File: src/hw/rtl/ptdm_pkg.sv
// Shared constants, codes and helpers for the pen travel distance meter.
package ptdm_pkg;

   localparam int COORD_BITS = 16;
   localparam int FRAC_BITS  = 8;
   localparam int ACC_BITS   = 48;

   // Fixed port widths
   localparam int WORD_W = 16;
   localparam int POS_W  = 16;
   localparam int LEN_W  = 25;
   localparam int KIND_W = 2;

   // Derived datapath widths
   localparam int SUM_BITS  = 2 * COORD_BITS + 1;
   localparam int ROOT_BITS = COORD_BITS + 1 + FRAC_BITS;
   localparam int REM_BITS  = ROOT_BITS + 2;
   localparam int RAD_BITS  = 2 * ROOT_BITS;
   localparam int SQ_CNT_W  = $clog2(COORD_BITS);
   localparam int RT_CNT_W  = $clog2(ROOT_BITS);

   // Command words
   localparam logic [WORD_W-1:0] CMD_PEN_DOWN = 16'h8FDD;
   localparam logic [WORD_W-1:0] CMD_PEN_UP   = 16'h8FEE;
   localparam logic [WORD_W-1:0] CMD_SEL_LO   = 16'h8FF1;
   localparam logic [WORD_W-1:0] CMD_SEL_HI   = 16'h8FF7;

   // Result kinds
   localparam logic [KIND_W-1:0] KIND_MOVE     = 2'd0;
   localparam logic [KIND_W-1:0] KIND_PEN_DOWN = 2'd1;
   localparam logic [KIND_W-1:0] KIND_PEN_UP   = 2'd2;
   localparam logic [KIND_W-1:0] KIND_PEN_SEL  = 2'd3;

   typedef logic [ACC_BITS-1:0] acc_type;

   function automatic acc_type sat_add(input acc_type a, input acc_type b);
      logic [ACC_BITS:0] s;
      s = {1'b0, a} + {1'b0, b};
      sat_add = s[ACC_BITS] ? '1 : s[ACC_BITS-1:0];
   endfunction

endpackage

File: src/hw/rtl/ptdm_sqmul.sv
// Bit-serial dx*dx + dy*dy, one multiplier bit of each square per cycle.
module ptdm_sqmul (
   input  logic                           clock,
   input  logic                           reset,
   input  logic                           start,
   input  logic [ptdm_pkg::COORD_BITS-1:0] dx,
   input  logic [ptdm_pkg::COORD_BITS-1:0] dy,
   output logic                           done,
   output logic [ptdm_pkg::SUM_BITS-1:0]   sum
);
   import ptdm_pkg::*;

   logic                      busy_ff, busy_in;
   logic                      done_ff, done_in;
   logic [SQ_CNT_W-1:0]       cnt_ff, cnt_in;
   logic [COORD_BITS-1:0]     mx_ff, mx_in, my_ff, my_in;
   logic [2*COORD_BITS-1:0]   ax_ff, ax_in, ay_ff, ay_in;
   logic [SUM_BITS-1:0]       acc_ff, acc_in;
   logic [SUM_BITS-1:0]       px, py;

   assign px = mx_ff[0] ? SUM_BITS'(ax_ff) : '0;
   assign py = my_ff[0] ? SUM_BITS'(ay_ff) : '0;

   always_comb begin
      busy_in = busy_ff;
      done_in = 1'b0;
      cnt_in  = cnt_ff;
      mx_in   = mx_ff;
      my_in   = my_ff;
      ax_in   = ax_ff;
      ay_in   = ay_ff;
      acc_in  = acc_ff;
      if (start) begin
         busy_in = 1'b1;
         cnt_in  = '0;
         mx_in   = dx;
         my_in   = dy;
         ax_in   = (2*COORD_BITS)'(dx);
         ay_in   = (2*COORD_BITS)'(dy);
         acc_in  = '0;
      end else if (busy_ff) begin
         acc_in = acc_ff + px + py;
         ax_in  = ax_ff << 1;
         ay_in  = ay_ff << 1;
         mx_in  = mx_ff >> 1;
         my_in  = my_ff >> 1;
         cnt_in = cnt_ff + 1'b1;
         if (cnt_ff == SQ_CNT_W'(COORD_BITS - 1)) begin
            busy_in = 1'b0;
            done_in = 1'b1;
         end
      end
   end

   always_ff @(posedge clock) begin
      if (reset) begin
         busy_ff <= 1'b0;
         done_ff <= 1'b0;
      end else begin
         busy_ff <= busy_in;
         done_ff <= done_in;
      end
      cnt_ff <= cnt_in;
      mx_ff  <= mx_in;
      my_ff  <= my_in;
      ax_ff  <= ax_in;
      ay_ff  <= ay_in;
      acc_ff <= acc_in;
   end

   assign done = done_ff;
   assign sum  = acc_ff;

endmodule

File: src/hw/rtl/ptdm_isqrt.sv
// Restoring integer square root, one root bit per cycle, radicand scaled by 4^FRAC_BITS.
module ptdm_isqrt (
   input  logic                            clock,
   input  logic                            reset,
   input  logic                            start,
   input  logic [ptdm_pkg::SUM_BITS-1:0]   radicand,
   output logic                            done,
   output logic [ptdm_pkg::ROOT_BITS-1:0]  root
);
   import ptdm_pkg::*;

   logic                  busy_ff, busy_in;
   logic                  done_ff, done_in;
   logic [RT_CNT_W-1:0]   cnt_ff, cnt_in;
   logic [RAD_BITS-1:0]   rad_ff, rad_in;
   logic [ROOT_BITS-1:0]  root_ff, root_in;
   logic [REM_BITS-1:0]   rem_ff, rem_in;
   logic [REM_BITS-1:0]   rem_sh, trial;
   logic                  fits;

   // bring down the next radicand bit pair, try (root << 2) | 1
   assign rem_sh = {rem_ff[REM_BITS-3:0], rad_ff[RAD_BITS-1 -: 2]};
   assign trial  = {root_ff, 2'b01};
   assign fits   = rem_sh >= trial;

   always_comb begin
      busy_in = busy_ff;
      done_in = 1'b0;
      cnt_in  = cnt_ff;
      rad_in  = rad_ff;
      root_in = root_ff;
      rem_in  = rem_ff;
      if (start) begin
         busy_in = 1'b1;
         cnt_in  = '0;
         rad_in  = RAD_BITS'(radicand) << (2 * FRAC_BITS);
         root_in = '0;
         rem_in  = '0;
      end else if (busy_ff) begin
         rad_in  = rad_ff << 2;
         rem_in  = fits ? rem_sh - trial : rem_sh;
         root_in = {root_ff[ROOT_BITS-2:0], fits};
         cnt_in  = cnt_ff + 1'b1;
         if (cnt_ff == RT_CNT_W'(ROOT_BITS - 1)) begin
            busy_in = 1'b0;
            done_in = 1'b1;
         end
      end
   end

   always_ff @(posedge clock) begin
      if (reset) begin
         busy_ff <= 1'b0;
         done_ff <= 1'b0;
      end else begin
         busy_ff <= busy_in;
         done_ff <= done_in;
      end
      cnt_ff  <= cnt_in;
      rad_ff  <= rad_in;
      root_ff <= root_in;
      rem_ff  <= rem_in;
   end

   assign done = done_ff;
   assign root = root_ff;

endmodule

File: src/hw/rtl/pen_travel_distance_meter_unit.sv
// Pen travel distance meter: command decode, move length and saturating totals.
// From accept to rsp_valid, a move passes through the bit-serial squarer, the one-bit-per-cycle
// root, an accumulate state and the result register; a pen command goes straight to the
// result register. One word is in flight at a time; the next word is taken the cycle
// after the result register loads, which waits while rsp_valid is high and rsp_ready is low.
// Synchronous reset: pen up, position (0,0), both totals zero, no result pending.
module pen_travel_distance_meter_unit (
   input  logic                          clock,
   input  logic                          reset,
   input  logic                          req_valid,
   output logic                          req_ready,
   input  logic [ptdm_pkg::WORD_W-1:0]   req_first_word,
   input  logic [ptdm_pkg::WORD_W-1:0]   req_second_word,
   output logic                          rsp_valid,
   input  logic                          rsp_ready,
   output logic [ptdm_pkg::KIND_W-1:0]   rsp_item_kind,
   output logic                          rsp_pen_is_down,
   output logic [ptdm_pkg::POS_W-1:0]    rsp_pos_x,
   output logic [ptdm_pkg::POS_W-1:0]    rsp_pos_y,
   output logic [ptdm_pkg::LEN_W-1:0]    rsp_step_length,
   output logic [ptdm_pkg::ACC_BITS-1:0] rsp_up_total,
   output logic [ptdm_pkg::ACC_BITS-1:0] rsp_down_total,
   output logic [ptdm_pkg::ACC_BITS-1:0] rsp_sum_total
);
   import ptdm_pkg::*;

   localparam logic [2:0] ST_IDLE = 3'd0;
   localparam logic [2:0] ST_SQ   = 3'd1;
   localparam logic [2:0] ST_RT   = 3'd2;
   localparam logic [2:0] ST_ACC  = 3'd3;
   localparam logic [2:0] ST_DONE = 3'd4;

   logic [2:0]            state_ff, state_in;
   logic                  pen_ff, pen_in;
   logic [COORD_BITS-1:0] cur_x_ff, cur_x_in, cur_y_ff, cur_y_in;
   logic [COORD_BITS-1:0] nx_ff, nx_in, ny_ff, ny_in;
   acc_type               up_ff, up_in, down_ff, down_in;
   logic [KIND_W-1:0]     kind_ff, kind_in;
   logic [ROOT_BITS-1:0]  len_ff, len_in;

   logic                  rsp_valid_ff, rsp_valid_in;
   logic [KIND_W-1:0]     o_kind_ff;
   logic                  o_pen_ff;
   logic [POS_W-1:0]      o_x_ff, o_y_ff;
   logic [LEN_W-1:0]      o_len_ff;
   acc_type               o_up_ff, o_down_ff, o_sum_ff;

   logic                  req_fire, load_out, arg_zero;
   logic                  is_down, is_up, is_sel;
   logic [COORD_BITS-1:0] nx, ny, dx, dy;
   logic                  sq_done, rt_done;
   logic [SUM_BITS-1:0]   sq_sum;
   logic [ROOT_BITS-1:0]  rt_root;
   acc_type               len_ext;

   assign req_ready = (state_ff == ST_IDLE);
   assign req_fire  = req_valid && req_ready;
   assign load_out  = (state_ff == ST_DONE) && (!rsp_valid_ff || rsp_ready);

   assign arg_zero = (req_second_word == '0);
   assign is_down  = (req_first_word == CMD_PEN_DOWN) && arg_zero;
   assign is_up    = (req_first_word == CMD_PEN_UP) && arg_zero;
   assign is_sel   = (req_first_word inside {[CMD_SEL_LO:CMD_SEL_HI]}) && arg_zero;

   assign nx = COORD_BITS'(req_first_word);
   assign ny = COORD_BITS'(req_second_word);
   assign dx = (nx >= cur_x_ff) ? nx - cur_x_ff : cur_x_ff - nx;
   assign dy = (ny >= cur_y_ff) ? ny - cur_y_ff : cur_y_ff - ny;
   assign len_ext = ACC_BITS'(len_ff);

   ptdm_sqmul u_sqmul (
      .clock (clock),
      .reset (reset),
      .start (req_fire && !is_down && !is_up && !is_sel),
      .dx    (dx),
      .dy    (dy),
      .done  (sq_done),
      .sum   (sq_sum)
   );

   ptdm_isqrt u_isqrt (
      .clock    (clock),
      .reset    (reset),
      .start    (sq_done),
      .radicand (sq_sum),
      .done     (rt_done),
      .root     (rt_root)
   );

   always_comb begin
      state_in = state_ff;
      pen_in   = pen_ff;
      cur_x_in = cur_x_ff;
      cur_y_in = cur_y_ff;
      nx_in    = nx_ff;
      ny_in    = ny_ff;
      up_in    = up_ff;
      down_in  = down_ff;
      kind_in  = kind_ff;
      len_in   = len_ff;
      case (state_ff)
         ST_IDLE: begin
            if (req_fire) begin
               nx_in  = nx;
               ny_in  = ny;
               len_in = '0;
               if (is_down) begin
                  pen_in   = 1'b1;
                  kind_in  = KIND_PEN_DOWN;
                  state_in = ST_DONE;
               end else if (is_up) begin
                  pen_in   = 1'b0;
                  kind_in  = KIND_PEN_UP;
                  state_in = ST_DONE;
               end else if (is_sel) begin
                  kind_in  = KIND_PEN_SEL;
                  state_in = ST_DONE;
               end else begin
                  kind_in  = KIND_MOVE;
                  state_in = ST_SQ;
               end
            end
         end
         ST_SQ: begin
            if (sq_done) state_in = ST_RT;
         end
         ST_RT: begin
            if (rt_done) begin
               len_in   = rt_root;
               state_in = ST_ACC;
            end
         end
         ST_ACC: begin
            if (pen_ff) down_in = sat_add(down_ff, len_ext);
            else        up_in   = sat_add(up_ff, len_ext);
            cur_x_in = nx_ff;
            cur_y_in = ny_ff;
            state_in = ST_DONE;
         end
         ST_DONE: begin
            if (load_out) state_in = ST_IDLE;
         end
         default: state_in = ST_IDLE;
      endcase
   end

   always_comb begin
      rsp_valid_in = rsp_valid_ff;
      if (load_out) rsp_valid_in = 1'b1;
      else if (rsp_ready) rsp_valid_in = 1'b0;
   end

   always_ff @(posedge clock) begin
      if (reset) begin
         state_ff     <= ST_IDLE;
         pen_ff       <= 1'b0;
         cur_x_ff     <= '0;
         cur_y_ff     <= '0;
         up_ff        <= '0;
         down_ff      <= '0;
         rsp_valid_ff <= 1'b0;
      end else begin
         state_ff     <= state_in;
         pen_ff       <= pen_in;
         cur_x_ff     <= cur_x_in;
         cur_y_ff     <= cur_y_in;
         up_ff        <= up_in;
         down_ff      <= down_in;
         rsp_valid_ff <= rsp_valid_in;
      end
      nx_ff   <= nx_in;
      ny_ff   <= ny_in;
      kind_ff <= kind_in;
      len_ff  <= len_in;
      if (load_out) begin
         o_kind_ff <= kind_ff;
         o_pen_ff  <= pen_ff;
         o_x_ff    <= POS_W'(cur_x_ff);
         o_y_ff    <= POS_W'(cur_y_ff);
         o_len_ff  <= LEN_W'(len_ff);
         o_up_ff   <= up_ff;
         o_down_ff <= down_ff;
         o_sum_ff  <= sat_add(up_ff, down_ff);
      end
   end

   assign rsp_valid       = rsp_valid_ff;
   assign rsp_item_kind   = o_kind_ff;
   assign rsp_pen_is_down = o_pen_ff;
   assign rsp_pos_x       = o_x_ff;
   assign rsp_pos_y       = o_y_ff;
   assign rsp_step_length = o_len_ff;
   assign rsp_up_total    = o_up_ff;
   assign rsp_down_total  = o_down_ff;
   assign rsp_sum_total   = o_sum_ff;

   a_sq_done_in_sq: assert property (@(posedge clock) disable iff (reset)
      sq_done |-> state_ff == ST_SQ)
      else $error("squarer finished outside its state");

   a_rt_done_in_rt: assert property (@(posedge clock) disable iff (reset)
      rt_done |-> state_ff == ST_RT)
      else $error("root finished outside its state");

   a_cmd_len_zero: assert property (@(posedge clock) disable iff (reset)
      rsp_valid_ff && rsp_item_kind != KIND_MOVE |-> rsp_step_length == '0)
      else $error("command word carries a nonzero length");

   a_sum_bounds: assert property (@(posedge clock) disable iff (reset)
      rsp_valid_ff |-> rsp_sum_total >= rsp_up_total && rsp_sum_total >= rsp_down_total)
      else $error("sum total below a component total");

endmodule

File: config.mk
export PLATFORM = sky130hd
export DESIGN_NAME = pen_travel_distance_meter_unit
export DESIGN_NICKNAME = d
export VERILOG_FILES = /design/src/hw/rtl/ptdm_pkg.sv /design/src/hw/rtl/ptdm_sqmul.sv /design/src/hw/rtl/ptdm_isqrt.sv /design/src/hw/rtl/pen_travel_distance_meter_unit.sv
export SDC_FILE = /design/constraint.sdc
export NUM_CORES = 1
export LEC_CHECK = 0
export ABC_AREA = 1
export BUFFER_PORTS_ARGS = -buffer_cell sky130_fd_sc_hd__buf_2
export CELL_PAD_IN_SITES_DETAIL_PLACEMENT = 0
export CELL_PAD_IN_SITES_GLOBAL_PLACEMENT = 1
export CORE_MARGIN = 3
export CORE_UTILIZATION = 50
export CTS_CLUSTER_DIAMETER = 80
export DETAILED_ROUTE_END_ITERATION = 8
export PLACE_DENSITY_LB_ADDON = 0.1
export SYNTH_ARGS = -nofsm -noshare
export SYNTH_HDL_FRONTEND = slang
export SYNTH_SLANG_ARGS = --single-unit
File: constraint.sdc
create_clock -name clock -period 68.9 [get_ports clock]
set_clock_uncertainty 0.15 [all_clocks]
set_input_delay 13.78 -clock clock [delete_from_list [all_inputs] [get_ports clock]]
set_output_delay 13.78 -clock clock [all_outputs]
set_load 0.01 [all_outputs]
==> flow_summary.ini <==
[route]
wl_per_cell_um = 18.51
routed_via_density = 5.318
wl_mm = 121.3
drtAntennaViolNets = 0
drc = 0
drtPass1Iterations = 6
drt_iter0_markers = 2600
dr_total_vias = 34850

[critical_path]
start_kind = primary input
cp_cell_sequence = buf_2, nor2_1, nand3_1, nor2_1, nand2_1, inv_1, nand3_1, nand2_2, buf_4, inv_2, buf_4, o21ai_1, nand2_1
cp_max_fo = 84
crit_type = primary input to register
cp-end-kind = register
max_stage_delay_ns = 0.69
critical_path_arrival_ns = 16.50
slowest_stage = buf_4
critical_path_required_ns = 69.11

[yosys]
yosysMostFrequentCell = nand2_1
yosysTopAreaCell = edfxtp_1
synthCells = 5238
synth_common_cells = nand2_1 (1602), inv_1 (719), nor2_1 (500), edfxtp_1 (360), a21oi_1 (328)
ys_ff_latch = 622
synthArstFlopShare_pct = 0
synth_top_area_share_pct = 27.59
synth_cell_types = 60
synth_area_leaders = edfxtp_1 (28%), nand2_1 (15%), dfxtp_1 (13%)
yosysWarningCount = 0
synth-edff-count = 360
syn_nets = 5535
syn_avg_cell_area_um2 = 7.481
syn_area_um2 = 39190
seq_area_frac_synth_pct = 40.97
ys.flop_type = edfxtp_1

[clocking]
postCtsSetupBuffers = 0
cts_hold_buf = 0
cts_root_buf = clkbuf_16
cts_tree = done
cts_sinks = 622
cts_made_buffers = 75
cts-resized-gates = 0
clk_latency_ns = 0.64
ctsHtreeMaxLevel = 3
cts-root-to-sink-buffers = 3
path_clk_slew_ns = 0.06

[global_route]
first_global_vias = 33340
grt_max_degree = 130
grt_first_pass_wirelength_mm = 188.6
antenna_found_initial = 1
overflow = 0
grt_usage_pct = 29.40

[timing]
timing.final.crit_period_ns = 16.29
grt_setup_unrepaired = no
max_freq_ghz = 0.06140
worstMarginPinSlew_ns = 1.045
final_max_slew_viol_count = 0
finalHoldViolCount = 0
post-route-period-util_pct = 23.64
relSlewSlack_pct = 30.15
finalSetupTns_ns = 0
setup_viol = 0

[floorplan]
rows = 102
die_h_um = 286.0
io_pins = 242
die_area_um2 = 81770
die_x_um = 286.0
start_util_pct = 50.50
coreArea_um2 = 77590

[layout]
fin_nets = 5746
final_util_pct = 56.42
syn_to_final_growth_pct = 11.71
final_layout_size_suffix_gt1_share_pct = 9.162
fill_cells = 7559

[power_and_ir_drop]
ir_drop_v = 0.00003100
p_per_area_nw_per_um2 = 29.54
power_frac_comb_pct = 29.6
pwr-share-clk_pct = 31.7
switching_share_pct = 35.94
pwr-share-seq_pct = 38.7
cell_internal_pwr_mw = 0.8283
p_leak_nw = 20.83
power.switching_mw = 0.4646

[place]
gp_congestion = 0.9741
numPortBuffers = 241
dp_hpwl_mm = 93.42

[job]
maxCapViolCount = 0

[status]
outcome = finished clean

[hold_path]
hp-class = register to register
==> power groups by stage <==
| stage | Sequential [mW] | Clock [mW] | Combinational [mW] |
|---|---|---|---|
| 5_1_grt | 0.504 | 0.434 | 0.436 |
| 3_3_place_gp | 0.508 | 0 | 0.379 |
| 3_5_place_dp | 0.507 | 0 | 0.381 |
| 2_1_floorplan | 0.490 | 0 | 0.287 |
| 4_1_cts | 0.500 | 0.419 | 0.383 |
| 6_report | 0.500 | 0.410 | 0.383 |
==> metal layers <==
layer	share of wire, %	vias to the layer above	track usage, %
li1	-	17430	-
met1	42	16200	36.50
met2	49	978	51.87
met3	5.1	241	3.291
met4	4.5	0	12.38
met5	0	-	0
==> logic make-up after synthesis <==
logic type,synth area share [%]
xor gates and xnor gates,2.548
DFF,40.97
AOI/OAI and AO/OA,10.28
adders and majority gates,9.100
and+or+nand+nor,28.27
buffers and inverters,8.825
==> path summary, 6_finish.rpt <==
path	from	slack [ns]	depth (start not counted)	to
hold / removal	cur_x_ff[15]	0.28	0	rsp_pos_x[15]
setup / recovery	req_second_word[13]	52.61	13	u_sqmul.my_ff[1]
setup reg to reg	len_ff[0]	65.18	12	up_ff[28]
hold reg to reg	cur_x_ff[15]	0.28	0	rsp_pos_x[15]
==> final cells by class <==
cell class / count / area, um^2 / share of cell area, %
inverter: 744 / 2794 / 6.382
timing repair buffer: 262 / 1376 / 3.144
sequential: 622 / 16060 / 36.68
antenna: 1 / 2.502 / 0.005716
multi-input combinational: 3744 / 19690 / 44.97
clock buffer: 101 / 2108 / 4.816
tap: 1040 / 1301 / 2.973
clock inverter: 39 / 449.2 / 1.026
==> through the flow <==
stage	instance area [um^2]	std cells	hold WS, ns	total power [mW]	setup WS, ns
3_5_place_dp	41220	6412	0.2683	0.8874	51.99
3_3_place_gp	41220	6412	0.2544	0.8865	52.03
2_1_floorplan	39190	5238	0.2503	0.7766	34.53
5_1_grt	43770	6552	0.2855	1.374	52.28
4_1_cts	43770	6552	0.2836	1.302	52.65
6_report	43780	6553	0.2784	1.293	52.61
==> cell usage in the layout (no fill, tap or decap), types with 221 or more instances in the layout <==
master	instances
nor2_1	499
inv_1	718
dfxtp_1	261
ha_1	221
buf_2	241
nand3_1	267
a21oi_1	328
o21ai_0	242
nand2_1	1601
edfxtp_1	360
==> sequential cells by signal, summed over array words and instances (netlist names), 25 cells and up <==
name and cells:
up_ff 48, down_ff 48, u_sqmul.ay_ff 32, u_isqrt.root 25
rsp_down_total 48, u_isqrt.rem_ff 25, u_sqmul.sum 33, u_sqmul.ax_ff 32
rsp_sum_total 48, rsp_step_length 25, len_ff 25, rsp_up_total 48
u_isqrt.rad_ff 34
==> critical path, delay by kind of cell <==
| family | cells | cell delay, ns |
|---|---|---|
| compound gates | 1 | 0.25 |
| buf+inv | 5 | 1.36 |
| simple gates | 7 | 1.03 |
(Power assumes the default switching activity.)
